`src/rtl/ecev_pkg.sv`:
```
// ecev_pkg: types, constants and codes shared by the encoder count and velocity block
// no dependencies; used by every module under rtl

package ecev_pkg;

    // wheel count that the port list carries
    localparam int MAX_WHEELS = 4;
    localparam int WHEELS_DEFAULT = 4;

    localparam int RAW_W = 16;
    localparam int CNT_W = 32;
    localparam int THR_W = 15;
    localparam int MASK_W = 4;
    localparam int SCALE_W = 32;
    localparam int TIME_W = 32;
    localparam int PROD_W = CNT_W + SCALE_W;
    localparam int NUM_W = PROD_W + 1;
    // quotient bits left once the saturation check has passed
    localparam int QUOT_W = 31;
    localparam int CFG_IDX_W = 2;
    localparam int CFG_DATA_W = 32;

    localparam logic [THR_W-1:0] WRAP_THR_RESET = 15'd16384;
    localparam logic [MASK_W-1:0] ENC_MASK_RESET = 4'd0;
    localparam logic [MASK_W-1:0] MOT_MASK_RESET = 4'd0;
    localparam logic [SCALE_W-1:0] SCALE_RESET = 32'd411775;

    localparam logic [CNT_W-1:0] WRAP_STEP = 32'h0001_0000;
    localparam logic [CNT_W-1:0] SPEED_MAX = 32'h7FFF_FFFF;
    localparam logic [CNT_W-1:0] SPEED_MIN = 32'h8000_0000;

    typedef enum logic [CFG_IDX_W-1:0] {
        CFG_WRAP_THR  = 2'd0,
        CFG_ENC_MASK  = 2'd1,
        CFG_MOT_MASK  = 2'd2,
        CFG_VEL_SCALE = 2'd3
    } cfg_reg_t;

    typedef enum logic [2:0] {
        ST_IDLE,
        ST_COUNT,
        ST_MUL,
        ST_DSTART,
        ST_DWAIT,
        ST_DONE
    } seq_state_t;

    // result of the count extension for one wheel
    typedef struct packed {
        logic [CNT_W-1:0] offset;
        logic [CNT_W-1:0] count;
        logic [CNT_W-1:0] mag;
        logic             neg;
    } count_res_t;

    // divider status towards the sequencer
    typedef struct packed {
        logic done;
        logic sat;
    } div_status_t;

endpackage

```
`src/rtl/ecev_count.sv`:
```
// ecev_count: wrap detection, 32-bit extension and count delta for one wheel
// depends on ecev_pkg

module ecev_count
(
    input  logic [ecev_pkg::RAW_W-1:0] raw,
    input  logic [ecev_pkg::RAW_W-1:0] prev_raw,
    input  logic [ecev_pkg::CNT_W-1:0] offset,
    input  logic [ecev_pkg::CNT_W-1:0] prev_count,
    input  logic [ecev_pkg::THR_W-1:0] threshold,
    input  logic                       enc_neg,
    input  logic                       mot_keep,
    output ecev_pkg::count_res_t       res
);

    logic signed [ecev_pkg::RAW_W-1:0] diff;
    logic signed [ecev_pkg::RAW_W+1:0] diff_x;
    logic signed [ecev_pkg::RAW_W+1:0] thr_x;
    logic [ecev_pkg::CNT_W-1:0]        offset_new;
    logic [ecev_pkg::CNT_W-1:0]        count_pos;
    logic [ecev_pkg::CNT_W-1:0]        count;
    logic [ecev_pkg::CNT_W-1:0]        delta_raw;
    logic [ecev_pkg::CNT_W-1:0]        delta;

    always_comb
    begin
        diff = $signed(raw - prev_raw);
        diff_x = (ecev_pkg::RAW_W+2)'(diff);
        thr_x = $signed({3'b000, threshold});
        // a difference beyond the threshold either way means the counter wrapped
        if (diff_x > thr_x)
        begin
            offset_new = offset - ecev_pkg::WRAP_STEP;
        end
        else if (diff_x < -thr_x)
        begin
            offset_new = offset + ecev_pkg::WRAP_STEP;
        end
        else
        begin
            offset_new = offset;
        end
        count_pos = offset_new + {{(ecev_pkg::CNT_W-ecev_pkg::RAW_W){raw[ecev_pkg::RAW_W-1]}}, raw};
        count = enc_neg ? (ecev_pkg::CNT_W'(0) - count_pos) : count_pos;
        delta_raw = count - prev_count;
        delta = mot_keep ? delta_raw : (ecev_pkg::CNT_W'(0) - delta_raw);
        res.offset = offset_new;
        res.count = count;
        res.neg = delta[ecev_pkg::CNT_W-1];
        res.mag = delta[ecev_pkg::CNT_W-1] ? (ecev_pkg::CNT_W'(0) - delta) : delta;
    end

endmodule

```
`src/rtl/ecev_div.sv`:
```
// ecev_div: shared restoring divider, one quotient bit a cycle, with overflow check
// depends on ecev_pkg

module ecev_div
(
    input  logic                        clk,
    input  logic                        rst_n,
    input  logic                        start,
    input  logic [ecev_pkg::NUM_W-1:0]  num,
    input  logic [ecev_pkg::TIME_W-1:0] den,
    output ecev_pkg::div_status_t       status,
    output logic [ecev_pkg::QUOT_W-1:0] quot
);

    localparam int HI_W = ecev_pkg::NUM_W - ecev_pkg::QUOT_W;
    localparam int CW = $clog2(ecev_pkg::QUOT_W + 1);

    logic                        busy_reg;
    logic                        busy_next;
    logic [CW-1:0]               cnt_reg;
    logic [CW-1:0]               cnt_next;
    logic                        sat_reg;
    logic                        sat_next;
    logic [ecev_pkg::TIME_W-1:0] den_reg;
    logic [ecev_pkg::TIME_W-1:0] rem_reg;
    logic [ecev_pkg::TIME_W-1:0] rem_next;
    logic [ecev_pkg::QUOT_W-1:0] low_reg;
    logic [ecev_pkg::QUOT_W-1:0] low_next;
    logic [HI_W-1:0]             num_hi;
    logic                        ovf;
    logic [ecev_pkg::TIME_W:0]   rem2;
    logic [ecev_pkg::TIME_W:0]   rem_sub;
    logic                        ge;

    always_comb
    begin
        num_hi = num[ecev_pkg::NUM_W-1:ecev_pkg::QUOT_W];
        // quotient of 2^31 or more saturates whatever its sign
        ovf = num_hi >= HI_W'(den);
        rem2 = {rem_reg, low_reg[ecev_pkg::QUOT_W-1]};
        rem_sub = rem2 - {1'b0, den_reg};
        ge = rem2 >= {1'b0, den_reg};
        busy_next = busy_reg;
        cnt_next = cnt_reg;
        sat_next = sat_reg;
        rem_next = rem_reg;
        low_next = low_reg;
        if (start)
        begin
            busy_next = 1'b1;
            sat_next = ovf;
            cnt_next = ovf ? CW'(0) : CW'(ecev_pkg::QUOT_W);
            rem_next = num_hi[ecev_pkg::TIME_W-1:0];
            low_next = num[ecev_pkg::QUOT_W-1:0];
        end
        else if (busy_reg && (cnt_reg != CW'(0)))
        begin
            cnt_next = cnt_reg - CW'(1);
            rem_next = ge ? rem_sub[ecev_pkg::TIME_W-1:0] : rem2[ecev_pkg::TIME_W-1:0];
            low_next = {low_reg[ecev_pkg::QUOT_W-2:0], ge};
        end
        else if (busy_reg)
        begin
            busy_next = 1'b0;
        end
    end

    always_ff @(posedge clk or negedge rst_n)
    begin
        if (!rst_n)
        begin
            busy_reg <= 1'b0;
            cnt_reg <= '0;
            sat_reg <= 1'b0;
        end
        else
        begin
            busy_reg <= busy_next;
            cnt_reg <= cnt_next;
            sat_reg <= sat_next;
        end
    end

    always_ff @(posedge clk)
    begin
        if (start)
        begin
            den_reg <= den;
        end
        rem_reg <= rem_next;
        low_reg <= low_next;
    end

    assign status.done = busy_reg && (cnt_reg == CW'(0));
    assign status.sat = sat_reg;
    assign quot = low_reg;

endmodule

```
`src/rtl/encoder_count_extend_velocity.sv`:
```
// encoder_count_extend_velocity: top level, sequencer, wheel state and output register
// depends on ecev_pkg, ecev_count and ecev_div
//
// usage
//   input channel (in_valid / in_stall) carries one snapshot word: mode, four raw
//   16-bit counters and a millisecond timestamp. mode 0 samples, mode 1 clears the
//   wrap offsets, last raw counts and last counts and yields no result word.
//   output channel (out_valid / out_stall) carries the extended counts, Q16.16
//   speeds in rad/s (saturated) and the echoed timestamp, one word per sample.
//   config channel (cfg_valid / cfg_ready, always ready) writes the threshold, the
//   two sign masks and the velocity scale; write it only while the block is idle.
// flow
//   a sample is worked one wheel at a time through one 32x32 multiplier and one
//   restoring divider giving a quotient bit per cycle. each wheel passes the count,
//   multiply, divider start and divider wait steps, with no quotient bits worked
//   when its speed saturates; after the last wheel the done step loads the output
//   register and returns to idle. a reset word leaves the block idle.
//   in_stall stays high while a sample is at work; the result sits in an output
//   register, so a new word is taken while it waits. a sample that finishes while
//   the receiver still stalls the previous word holds in the last step until free.
// reset
//   rst_n clears all wheel tracking, the previous timestamp and the output valid,
//   and loads the register defaults.

module encoder_count_extend_velocity
#(
    parameter int WHEELS = ecev_pkg::WHEELS_DEFAULT
)
(
    input  logic                                clk,
    input  logic                                rst_n,
    input  logic                                in_valid,
    output logic                                in_stall,
    input  logic                                mode,
    input  logic signed [ecev_pkg::RAW_W-1:0]   raw_count_a,
    input  logic signed [ecev_pkg::RAW_W-1:0]   raw_count_b,
    input  logic signed [ecev_pkg::RAW_W-1:0]   raw_count_c,
    input  logic signed [ecev_pkg::RAW_W-1:0]   raw_count_d,
    input  logic [ecev_pkg::TIME_W-1:0]         time_ms,
    output logic                                out_valid,
    input  logic                                out_stall,
    output logic signed [ecev_pkg::CNT_W-1:0]   ext_count_a,
    output logic signed [ecev_pkg::CNT_W-1:0]   ext_count_b,
    output logic signed [ecev_pkg::CNT_W-1:0]   ext_count_c,
    output logic signed [ecev_pkg::CNT_W-1:0]   ext_count_d,
    output logic signed [ecev_pkg::CNT_W-1:0]   speed_a,
    output logic signed [ecev_pkg::CNT_W-1:0]   speed_b,
    output logic signed [ecev_pkg::CNT_W-1:0]   speed_c,
    output logic signed [ecev_pkg::CNT_W-1:0]   speed_d,
    output logic [ecev_pkg::TIME_W-1:0]         sample_time,
    input  logic                                cfg_valid,
    output logic                                cfg_ready,
    input  logic [ecev_pkg::CFG_IDX_W-1:0]      cfg_index,
    input  logic [ecev_pkg::CFG_DATA_W-1:0]     cfg_data
);

    // wheels above the port count act as the port count
    localparam int ACTIVE = (WHEELS > ecev_pkg::MAX_WHEELS) ? ecev_pkg::MAX_WHEELS : WHEELS;
    localparam int WIDX_W = (ACTIVE > 1) ? $clog2(ACTIVE) : 1;

    // configuration registers
    logic [ecev_pkg::THR_W-1:0]   thr_reg;
    logic [ecev_pkg::MASK_W-1:0]  enc_mask_reg;
    logic [ecev_pkg::MASK_W-1:0]  mot_mask_reg;
    logic [ecev_pkg::SCALE_W-1:0] scale_reg;

    // sequencer
    ecev_pkg::seq_state_t state_reg;
    ecev_pkg::seq_state_t state_next;
    logic [WIDX_W-1:0]    wheel_reg;
    logic                 last_wheel;
    logic                 accept;
    logic                 div_start;
    logic                 load_out;

    // wheel tracking
    logic [ecev_pkg::RAW_W-1:0]  prev_raw_reg [ACTIVE];
    logic [ecev_pkg::CNT_W-1:0]  wrap_off_reg [ACTIVE];
    logic [ecev_pkg::CNT_W-1:0]  prev_cnt_reg [ACTIVE];
    logic [ecev_pkg::TIME_W-1:0] prev_time_reg;

    // snapshot and working values
    logic [ecev_pkg::RAW_W-1:0]  raw_in [ecev_pkg::MAX_WHEELS];
    logic [ecev_pkg::RAW_W-1:0]  raw_reg [ACTIVE];
    logic [ecev_pkg::TIME_W-1:0] time_reg;
    logic [ecev_pkg::TIME_W-1:0] dt_raw;
    logic [ecev_pkg::TIME_W-1:0] dt_reg;
    logic [ecev_pkg::CNT_W-1:0]  ext_reg [ACTIVE];
    logic [ecev_pkg::CNT_W-1:0]  spd_reg [ACTIVE];
    logic [ecev_pkg::CNT_W-1:0]  mag_reg;
    logic                        neg_reg;
    logic [ecev_pkg::PROD_W-1:0] prod_w;
    logic [ecev_pkg::PROD_W-1:0] prod_reg;
    logic [ecev_pkg::NUM_W-1:0]  num_w;
    logic [ecev_pkg::CNT_W-1:0]  speed_w;
    logic [ecev_pkg::CNT_W-1:0]  quot_x;

    ecev_pkg::count_res_t  cnt_res;
    ecev_pkg::div_status_t div_st;
    logic [ecev_pkg::QUOT_W-1:0] div_quot;

    // output register
    logic                        out_valid_reg;
    logic [ecev_pkg::CNT_W-1:0]  out_ext_reg [ACTIVE];
    logic [ecev_pkg::CNT_W-1:0]  out_spd_reg [ACTIVE];
    logic [ecev_pkg::TIME_W-1:0] out_time_reg;
    logic [ecev_pkg::CNT_W-1:0]  ext_vec [ecev_pkg::MAX_WHEELS];
    logic [ecev_pkg::CNT_W-1:0]  spd_vec [ecev_pkg::MAX_WHEELS];

    assign raw_in[0] = raw_count_a;
    assign raw_in[1] = raw_count_b;
    assign raw_in[2] = raw_count_c;
    assign raw_in[3] = raw_count_d;

    assign cfg_ready = 1'b1;

    // configuration writes
    always_ff @(posedge clk or negedge rst_n)
    begin
        if (!rst_n)
        begin
            thr_reg <= ecev_pkg::WRAP_THR_RESET;
            enc_mask_reg <= ecev_pkg::ENC_MASK_RESET;
            mot_mask_reg <= ecev_pkg::MOT_MASK_RESET;
            scale_reg <= ecev_pkg::SCALE_RESET;
        end
        else if (cfg_valid && cfg_ready)
        begin
            case (cfg_index)
                ecev_pkg::CFG_WRAP_THR:  thr_reg <= cfg_data[ecev_pkg::THR_W-1:0];
                ecev_pkg::CFG_ENC_MASK:  enc_mask_reg <= cfg_data[ecev_pkg::MASK_W-1:0];
                ecev_pkg::CFG_MOT_MASK:  mot_mask_reg <= cfg_data[ecev_pkg::MASK_W-1:0];
                ecev_pkg::CFG_VEL_SCALE: scale_reg <= cfg_data[ecev_pkg::SCALE_W-1:0];
                default:                 thr_reg <= thr_reg;
            endcase
        end
    end

    assign last_wheel = (wheel_reg == WIDX_W'(ACTIVE - 1));

    // next state
    always_comb
    begin
        state_next = state_reg;
        case (state_reg)
            ecev_pkg::ST_IDLE:
            begin
                if (in_valid && !mode)
                begin
                    state_next = ecev_pkg::ST_COUNT;
                end
            end
            ecev_pkg::ST_COUNT:  state_next = ecev_pkg::ST_MUL;
            ecev_pkg::ST_MUL:    state_next = ecev_pkg::ST_DSTART;
            ecev_pkg::ST_DSTART: state_next = ecev_pkg::ST_DWAIT;
            ecev_pkg::ST_DWAIT:
            begin
                if (div_st.done)
                begin
                    state_next = last_wheel ? ecev_pkg::ST_DONE : ecev_pkg::ST_COUNT;
                end
            end
            ecev_pkg::ST_DONE:
            begin
                if (!out_valid_reg || !out_stall)
                begin
                    state_next = ecev_pkg::ST_IDLE;
                end
            end
            default: state_next = ecev_pkg::ST_IDLE;
        endcase
    end

    // sequencer outputs
    always_comb
    begin
        in_stall = 1'b1;
        div_start = 1'b0;
        load_out = 1'b0;
        case (state_reg)
            ecev_pkg::ST_IDLE:   in_stall = 1'b0;
            ecev_pkg::ST_DSTART: div_start = 1'b1;
            ecev_pkg::ST_DONE:   load_out = !out_valid_reg || !out_stall;
            default:             in_stall = 1'b1;
        endcase
    end

    assign accept = in_valid && !in_stall;

    always_ff @(posedge clk or negedge rst_n)
    begin
        if (!rst_n)
        begin
            state_reg <= ecev_pkg::ST_IDLE;
        end
        else
        begin
            state_reg <= state_next;
        end
    end

    // count extension for the wheel in hand
    ecev_count u_count
    (
        .raw        (raw_reg[wheel_reg]),
        .prev_raw   (prev_raw_reg[wheel_reg]),
        .offset     (wrap_off_reg[wheel_reg]),
        .prev_count (prev_cnt_reg[wheel_reg]),
        .threshold  (thr_reg),
        .enc_neg    (enc_mask_reg[wheel_reg]),
        .mot_keep   (mot_mask_reg[wheel_reg]),
        .res        (cnt_res)
    );

    // elapsed time; a zero difference is replaced by one when it is registered
    assign dt_raw = time_ms - prev_time_reg;

    // tracking state and wheel counter
    always_ff @(posedge clk or negedge rst_n)
    begin
        if (!rst_n)
        begin
            for (int i = 0; i < ACTIVE; i++)
            begin
                prev_raw_reg[i] <= '0;
                wrap_off_reg[i] <= '0;
                prev_cnt_reg[i] <= '0;
            end
            prev_time_reg <= '0;
            wheel_reg <= '0;
        end
        else
        begin
            if (accept && mode)
            begin
                for (int i = 0; i < ACTIVE; i++)
                begin
                    prev_raw_reg[i] <= '0;
                    wrap_off_reg[i] <= '0;
                    prev_cnt_reg[i] <= '0;
                end
            end
            else if (accept)
            begin
                prev_time_reg <= time_ms;
                wheel_reg <= '0;
            end
            if (state_reg == ecev_pkg::ST_COUNT)
            begin
                prev_raw_reg[wheel_reg] <= raw_reg[wheel_reg];
                wrap_off_reg[wheel_reg] <= cnt_res.offset;
                prev_cnt_reg[wheel_reg] <= cnt_res.count;
            end
            if ((state_reg == ecev_pkg::ST_DWAIT) && div_st.done && !last_wheel)
            begin
                wheel_reg <= wheel_reg + WIDX_W'(1);
            end
        end
    end

    // multiply, then the rounding half of the divisor
    assign prod_w = mag_reg * scale_reg;
    assign num_w = ecev_pkg::NUM_W'(prod_reg) + ecev_pkg::NUM_W'(dt_reg[ecev_pkg::TIME_W-1:1]);

    always_ff @(posedge clk)
    begin
        if (accept && !mode)
        begin
            for (int i = 0; i < ACTIVE; i++)
            begin
                raw_reg[i] <= raw_in[i];
            end
            time_reg <= time_ms;
            dt_reg <= (dt_raw == '0) ? ecev_pkg::TIME_W'(1) : dt_raw;
        end
        if (state_reg == ecev_pkg::ST_COUNT)
        begin
            ext_reg[wheel_reg] <= cnt_res.count;
            mag_reg <= cnt_res.mag;
            neg_reg <= cnt_res.neg;
        end
        if (state_reg == ecev_pkg::ST_MUL)
        begin
            prod_reg <= prod_w;
        end
        if ((state_reg == ecev_pkg::ST_DWAIT) && div_st.done)
        begin
            spd_reg[wheel_reg] <= speed_w;
        end
    end

    ecev_div u_div
    (
        .clk    (clk),
        .rst_n  (rst_n),
        .start  (div_start),
        .num    (num_w),
        .den    (dt_reg),
        .status (div_st),
        .quot   (div_quot)
    );

    // sign and saturation of the rounded magnitude
    always_comb
    begin
        quot_x = {1'b0, div_quot};
        if (div_st.sat)
        begin
            speed_w = neg_reg ? ecev_pkg::SPEED_MIN : ecev_pkg::SPEED_MAX;
        end
        else
        begin
            speed_w = neg_reg ? (ecev_pkg::CNT_W'(0) - quot_x) : quot_x;
        end
    end

    // output register
    always_ff @(posedge clk or negedge rst_n)
    begin
        if (!rst_n)
        begin
            out_valid_reg <= 1'b0;
        end
        else if (load_out)
        begin
            out_valid_reg <= 1'b1;
        end
        else if (!out_stall)
        begin
            out_valid_reg <= 1'b0;
        end
    end

    always_ff @(posedge clk)
    begin
        if (load_out)
        begin
            for (int i = 0; i < ACTIVE; i++)
            begin
                out_ext_reg[i] <= ext_reg[i];
                out_spd_reg[i] <= spd_reg[i];
            end
            out_time_reg <= time_reg;
        end
    end

    // wheels beyond the active count read as zero
    for (genvar g = 0; g < ecev_pkg::MAX_WHEELS; g++)
    begin : g_out
        if (g < ACTIVE)
        begin : g_act
            assign ext_vec[g] = out_ext_reg[g];
            assign spd_vec[g] = out_spd_reg[g];
        end
        else
        begin : g_off
            assign ext_vec[g] = '0;
            assign spd_vec[g] = '0;
        end
    end

    assign out_valid = out_valid_reg;
    assign ext_count_a = ext_vec[0];
    assign ext_count_b = ext_vec[1];
    assign ext_count_c = ext_vec[2];
    assign ext_count_d = ext_vec[3];
    assign speed_a = spd_vec[0];
    assign speed_b = spd_vec[1];
    assign speed_c = spd_vec[2];
    assign speed_d = spd_vec[3];
    assign sample_time = out_time_reg;

endmodule

```
`config.mk`:
```
export PLATFORM = sky130hd
export DESIGN_NAME = encoder_count_extend_velocity
export DESIGN_NICKNAME = d
export VERILOG_FILES = /design/src/rtl/ecev_pkg.sv /design/src/rtl/ecev_count.sv /design/src/rtl/ecev_div.sv /design/src/rtl/encoder_count_extend_velocity.sv
export SDC_FILE = /design/constraint.sdc
export NUM_CORES = 2
export LEC_CHECK = 0
export BUFFER_PORTS_ARGS = -buffer_cell sky130_fd_sc_hd__buf_4
export CAP_MARGIN = 20
export CORE_MARGIN = 8
export CORE_UTILIZATION = 55
export CTS_CLUSTER_DIAMETER = 100
export DETAILED_ROUTE_END_ITERATION = 6
export GPL_TIMING_DRIVEN = 0
export PLACE_DENSITY_LB_ADDON = 0.05
export SYNTH_ARGS = -nofsm -noshare
export SYNTH_HDL_FRONTEND = slang
export SYNTH_SLANG_ARGS = --single-unit
```
`constraint.sdc`:
```
create_clock -name clk -period 19.6 [get_ports clk]
set_input_delay 3.92 -clock clk [delete_from_list [all_inputs] [get_ports clk]]
set_output_delay 3.92 -clock clk [all_outputs]
set_load 0.005 [all_outputs]
```
==> flow_metrics.py <==
metrics = {
    "status": {
        "status": "finished, final reports clean",
    },
    "routing": {
        "ant_nets": 0,
        "via_count": 65300,
        "wl_per_cell_um": 26.0,
        "route.detailed.drc": 0,
        "viasPerCell": 5.81,
        "first_pass_iters": 7,
        "drt-total-wl_um": 292000,
        "drtIter0Drc": 6070,
    },
    "floorplanning": {
        "fp-row-count": 150,
        "die_w_um": 425,
        "die_h_um": 425,
        "coreArea_um2": 167000,
        "initial_utilization": 0.553,
        "ios": 427,
        "die_area_um2": 181000,
    },
    "yosys": {
        "synth.area.top_cells": "edfxtp_1 (28%), fa_1 (20%), dfrtp_1 (11%), ha_1 (6.8%), inv_1 (5.2%)",
        "syn-num-nets": 9822,
        "synth_cells": 8281,
        "synth-edff-count": 864,
        "syn_area_per_cell_um2": 11.1,
        "yosysTopAreaCell": "edfxtp_1",
        "synthDistinctLibCells": 120,
        "synth_area_um2": 92100,
        "yosys.area.top_type_share": 0.282,
        "ys_ff_latch": 1284,
        "yosysWarnings": 0,
        "synth-seq-area-share": 0.396,
        "ys.flop_type": "edfxtp_1",
        "synth-async-reset-ratio": 0.327,
    },
    "timing": {
        "max_freq_mhz": 54.1,
        "hold_viol_final": 0,
        "period_needed_ps": 18470,
        "whs_ps": 408,
        "fin_worst_skew_ps": 55.7,
        "fin_ws_ps": 1130,
        "min_period_over_period": 0.943,
        "rsz0062_at_grt": "false",
        "maxSlewHeadroom": 0.167,
        "tightest_slew_ps": 1250,
        "setup-violations-final": 0,
        "drv_slew": 0,
    },
    "critical_path": {
        "cp.required_ps": 20080,
        "worstSetupPathType": "reg -> reg",
        "cpMostUsedCell": "a21oi_1",
        "endpoint_kind": "flip-flop",
        "slowest_stage": "clkbuf_1",
        "slowest_delay_ps": 800,
        "reg2reg_depth": 59,
        "start_kind": "flip-flop",
        "cp_max_fo": 10,
        "cp.arrival_ps": 18960,
    },
    "cts": {
        "clock_path_buffers": 3,
        "ctsRootBufferMaster": "clkbuf_16",
        "insertion_delay_ps": 790,
        "cts_buffers": 137,
        "cts_tree": "yes",
        "cts_sinks": 1284,
        "cts.clk_slew.worst_paths_ps": 60,
        "cts_setup_buffers": 0,
        "cts_resized": 0,
        "htreeDepth": 4,
        "ctsHoldBuffers": 0,
    },
    "cells_and_area": {
        "drive_gt1_frac": 0.110,
        "mostFrequentLayoutCell": "inv_1",
        "most-common-layout-cells": "inv_1 (1,273), nand2_1 (1,174), fa_1 (902), edfxtp_1 (864), ha_1 (503)",
        "nets": 10400,
        "fillers": 13500,
        "utilization": 0.622,
        "area_growth_pct": 12.6,
        "final_area_um2": 104000,
    },
    "grt": {
        "grt_pass1_wl_um": 429000,
        "busiest_layer": "met2",
        "grt_usage": 0.321,
        "grt_overflow_total": 0,
        "met2_usage": 0.529,
        "met3_usage": 0.0764,
        "antenna_found_initial": 15,
        "grtUsageMet1": 0.403,
        "grt_max_degree": 115,
        "grt_pass1_vias": 66200,
    },
    "min_path": {
        "min_path_type": "reg -> reg",
        "hold_depth": 0,
    },
    "placed_design": {
        "place_worst_setup_slack_ps": 1050,
        "place_area_um2": 98900,
        "port_buffers": 425,
        "gp_congestion": 0.990,
        "dp_hpwl_um": 233000,
    },
    "job": {
        "max-cap-violations": 0,
    },
}
==> path summary, 6_finish.rpt <==
kind / from / slack [ps] / endpoint
setup / recovery: wheel_reg[1]$_DFFE_PN0P_ / 1130 / mag_reg[22]$_DFFE_PP_
hold / removal: ext_reg[3][6]$_DFFE_PP_ / 410 / out_ext_reg[3][6]$_DFFE_PP_
setup reg to reg: wheel_reg[1]$_DFFE_PN0P_ / 1130 / mag_reg[22]$_DFFE_PP_
hold reg to reg: ext_reg[3][6]$_DFFE_PP_ / 410 / out_ext_reg[3][6]$_DFFE_PP_
max in group asynchronous: rst_n / 14720 / out_valid$_DFFE_PN0P_
min in group asynchronous: rst_n / 3110 / scale_reg[29]$_DFFE_PN0P_
==> metrics by stage <==
stage | TNS, ps | cells
after floorplan | 0 | 8281
after global placement | -1442800 | 10900
after detailed placement | 0 | 11000
after CTS | 0 | 11200
after global routing | 0 | 11200
final | 0 | 11200
==> critical path, delay by kind of cell, from the launching register on <==
family | cells | cell delay, ps
AND/OR/NAND/NOR | 13 | 3100
AO/OA/AOI/OAI | 22 | 5280
buffers and inverters | 13 | 5940
multiplexers | 1 | 220
XOR/XNOR | 5 | 1090
adder cells (fa/ha/maj) | 5 | 1960
flip-flops | 1 | 500
==> kinds of logic after synthesis <==
kind of cell / synth area share
XOR/XNOR: 0.0357
multiplexers: 0.0377
flip-flops: 0.396
AND/OR/NAND/NOR: 0.108
other: 0.0000407
adder cells (fa/ha/maj): 0.265
buffers and inverters: 0.0668
AO/OA/AOI/OAI: 0.0910
==> per-layer routing <==
metal,part of all wire,up-vias
met5,0.000045,-
met3,0.079,623
li1,-,28900
met2,0.48,2625
met1,0.39,33200
met4,0.055,2
==> synth_stat cells (all sizes together) (23+ instances only) <==
cell type / instances
inv: 1275
nand2: 1175
fa: 902
edfxtp: 864
ha: 503
dfrtp: 408
o21ai: 347
clkbuf: 331
and2: 264
nor2: 254
xnor2: 228
a21oi: 217
a22o: 217
xor2: 126
a21o: 102
mux2: 96
mux4: 96
nor3: 90
nand3: 81
o21a: 48
and3: 43
nand4: 37
nand2b: 36
nor2b: 36
a31oi: 34
or3: 33
o31ai: 28
a211oi: 27
o21bai: 26
buf: 25
nor4: 23
==> area by class of cell <==
type | instances | area, um^2 | area share
multi-input combinational | 5365 | 49500 | 0.477
buffer | 356 | 1390 | 0.0134
clock inverter | 73 | 896 | 0.00864
timing repair buffer | 486 | 4150 | 0.0400
sequential | 1284 | 36500 | 0.352
inverter | 1276 | 4790 | 0.0462
tap | 2204 | 2760 | 0.0266
antenna | 12 | 30.0 | 0.000290
clock buffer | 178 | 3720 | 0.0359
Power is not shown: default switching activity piles up to over one toggle a cycle in this logic, so the estimate is an artifact.
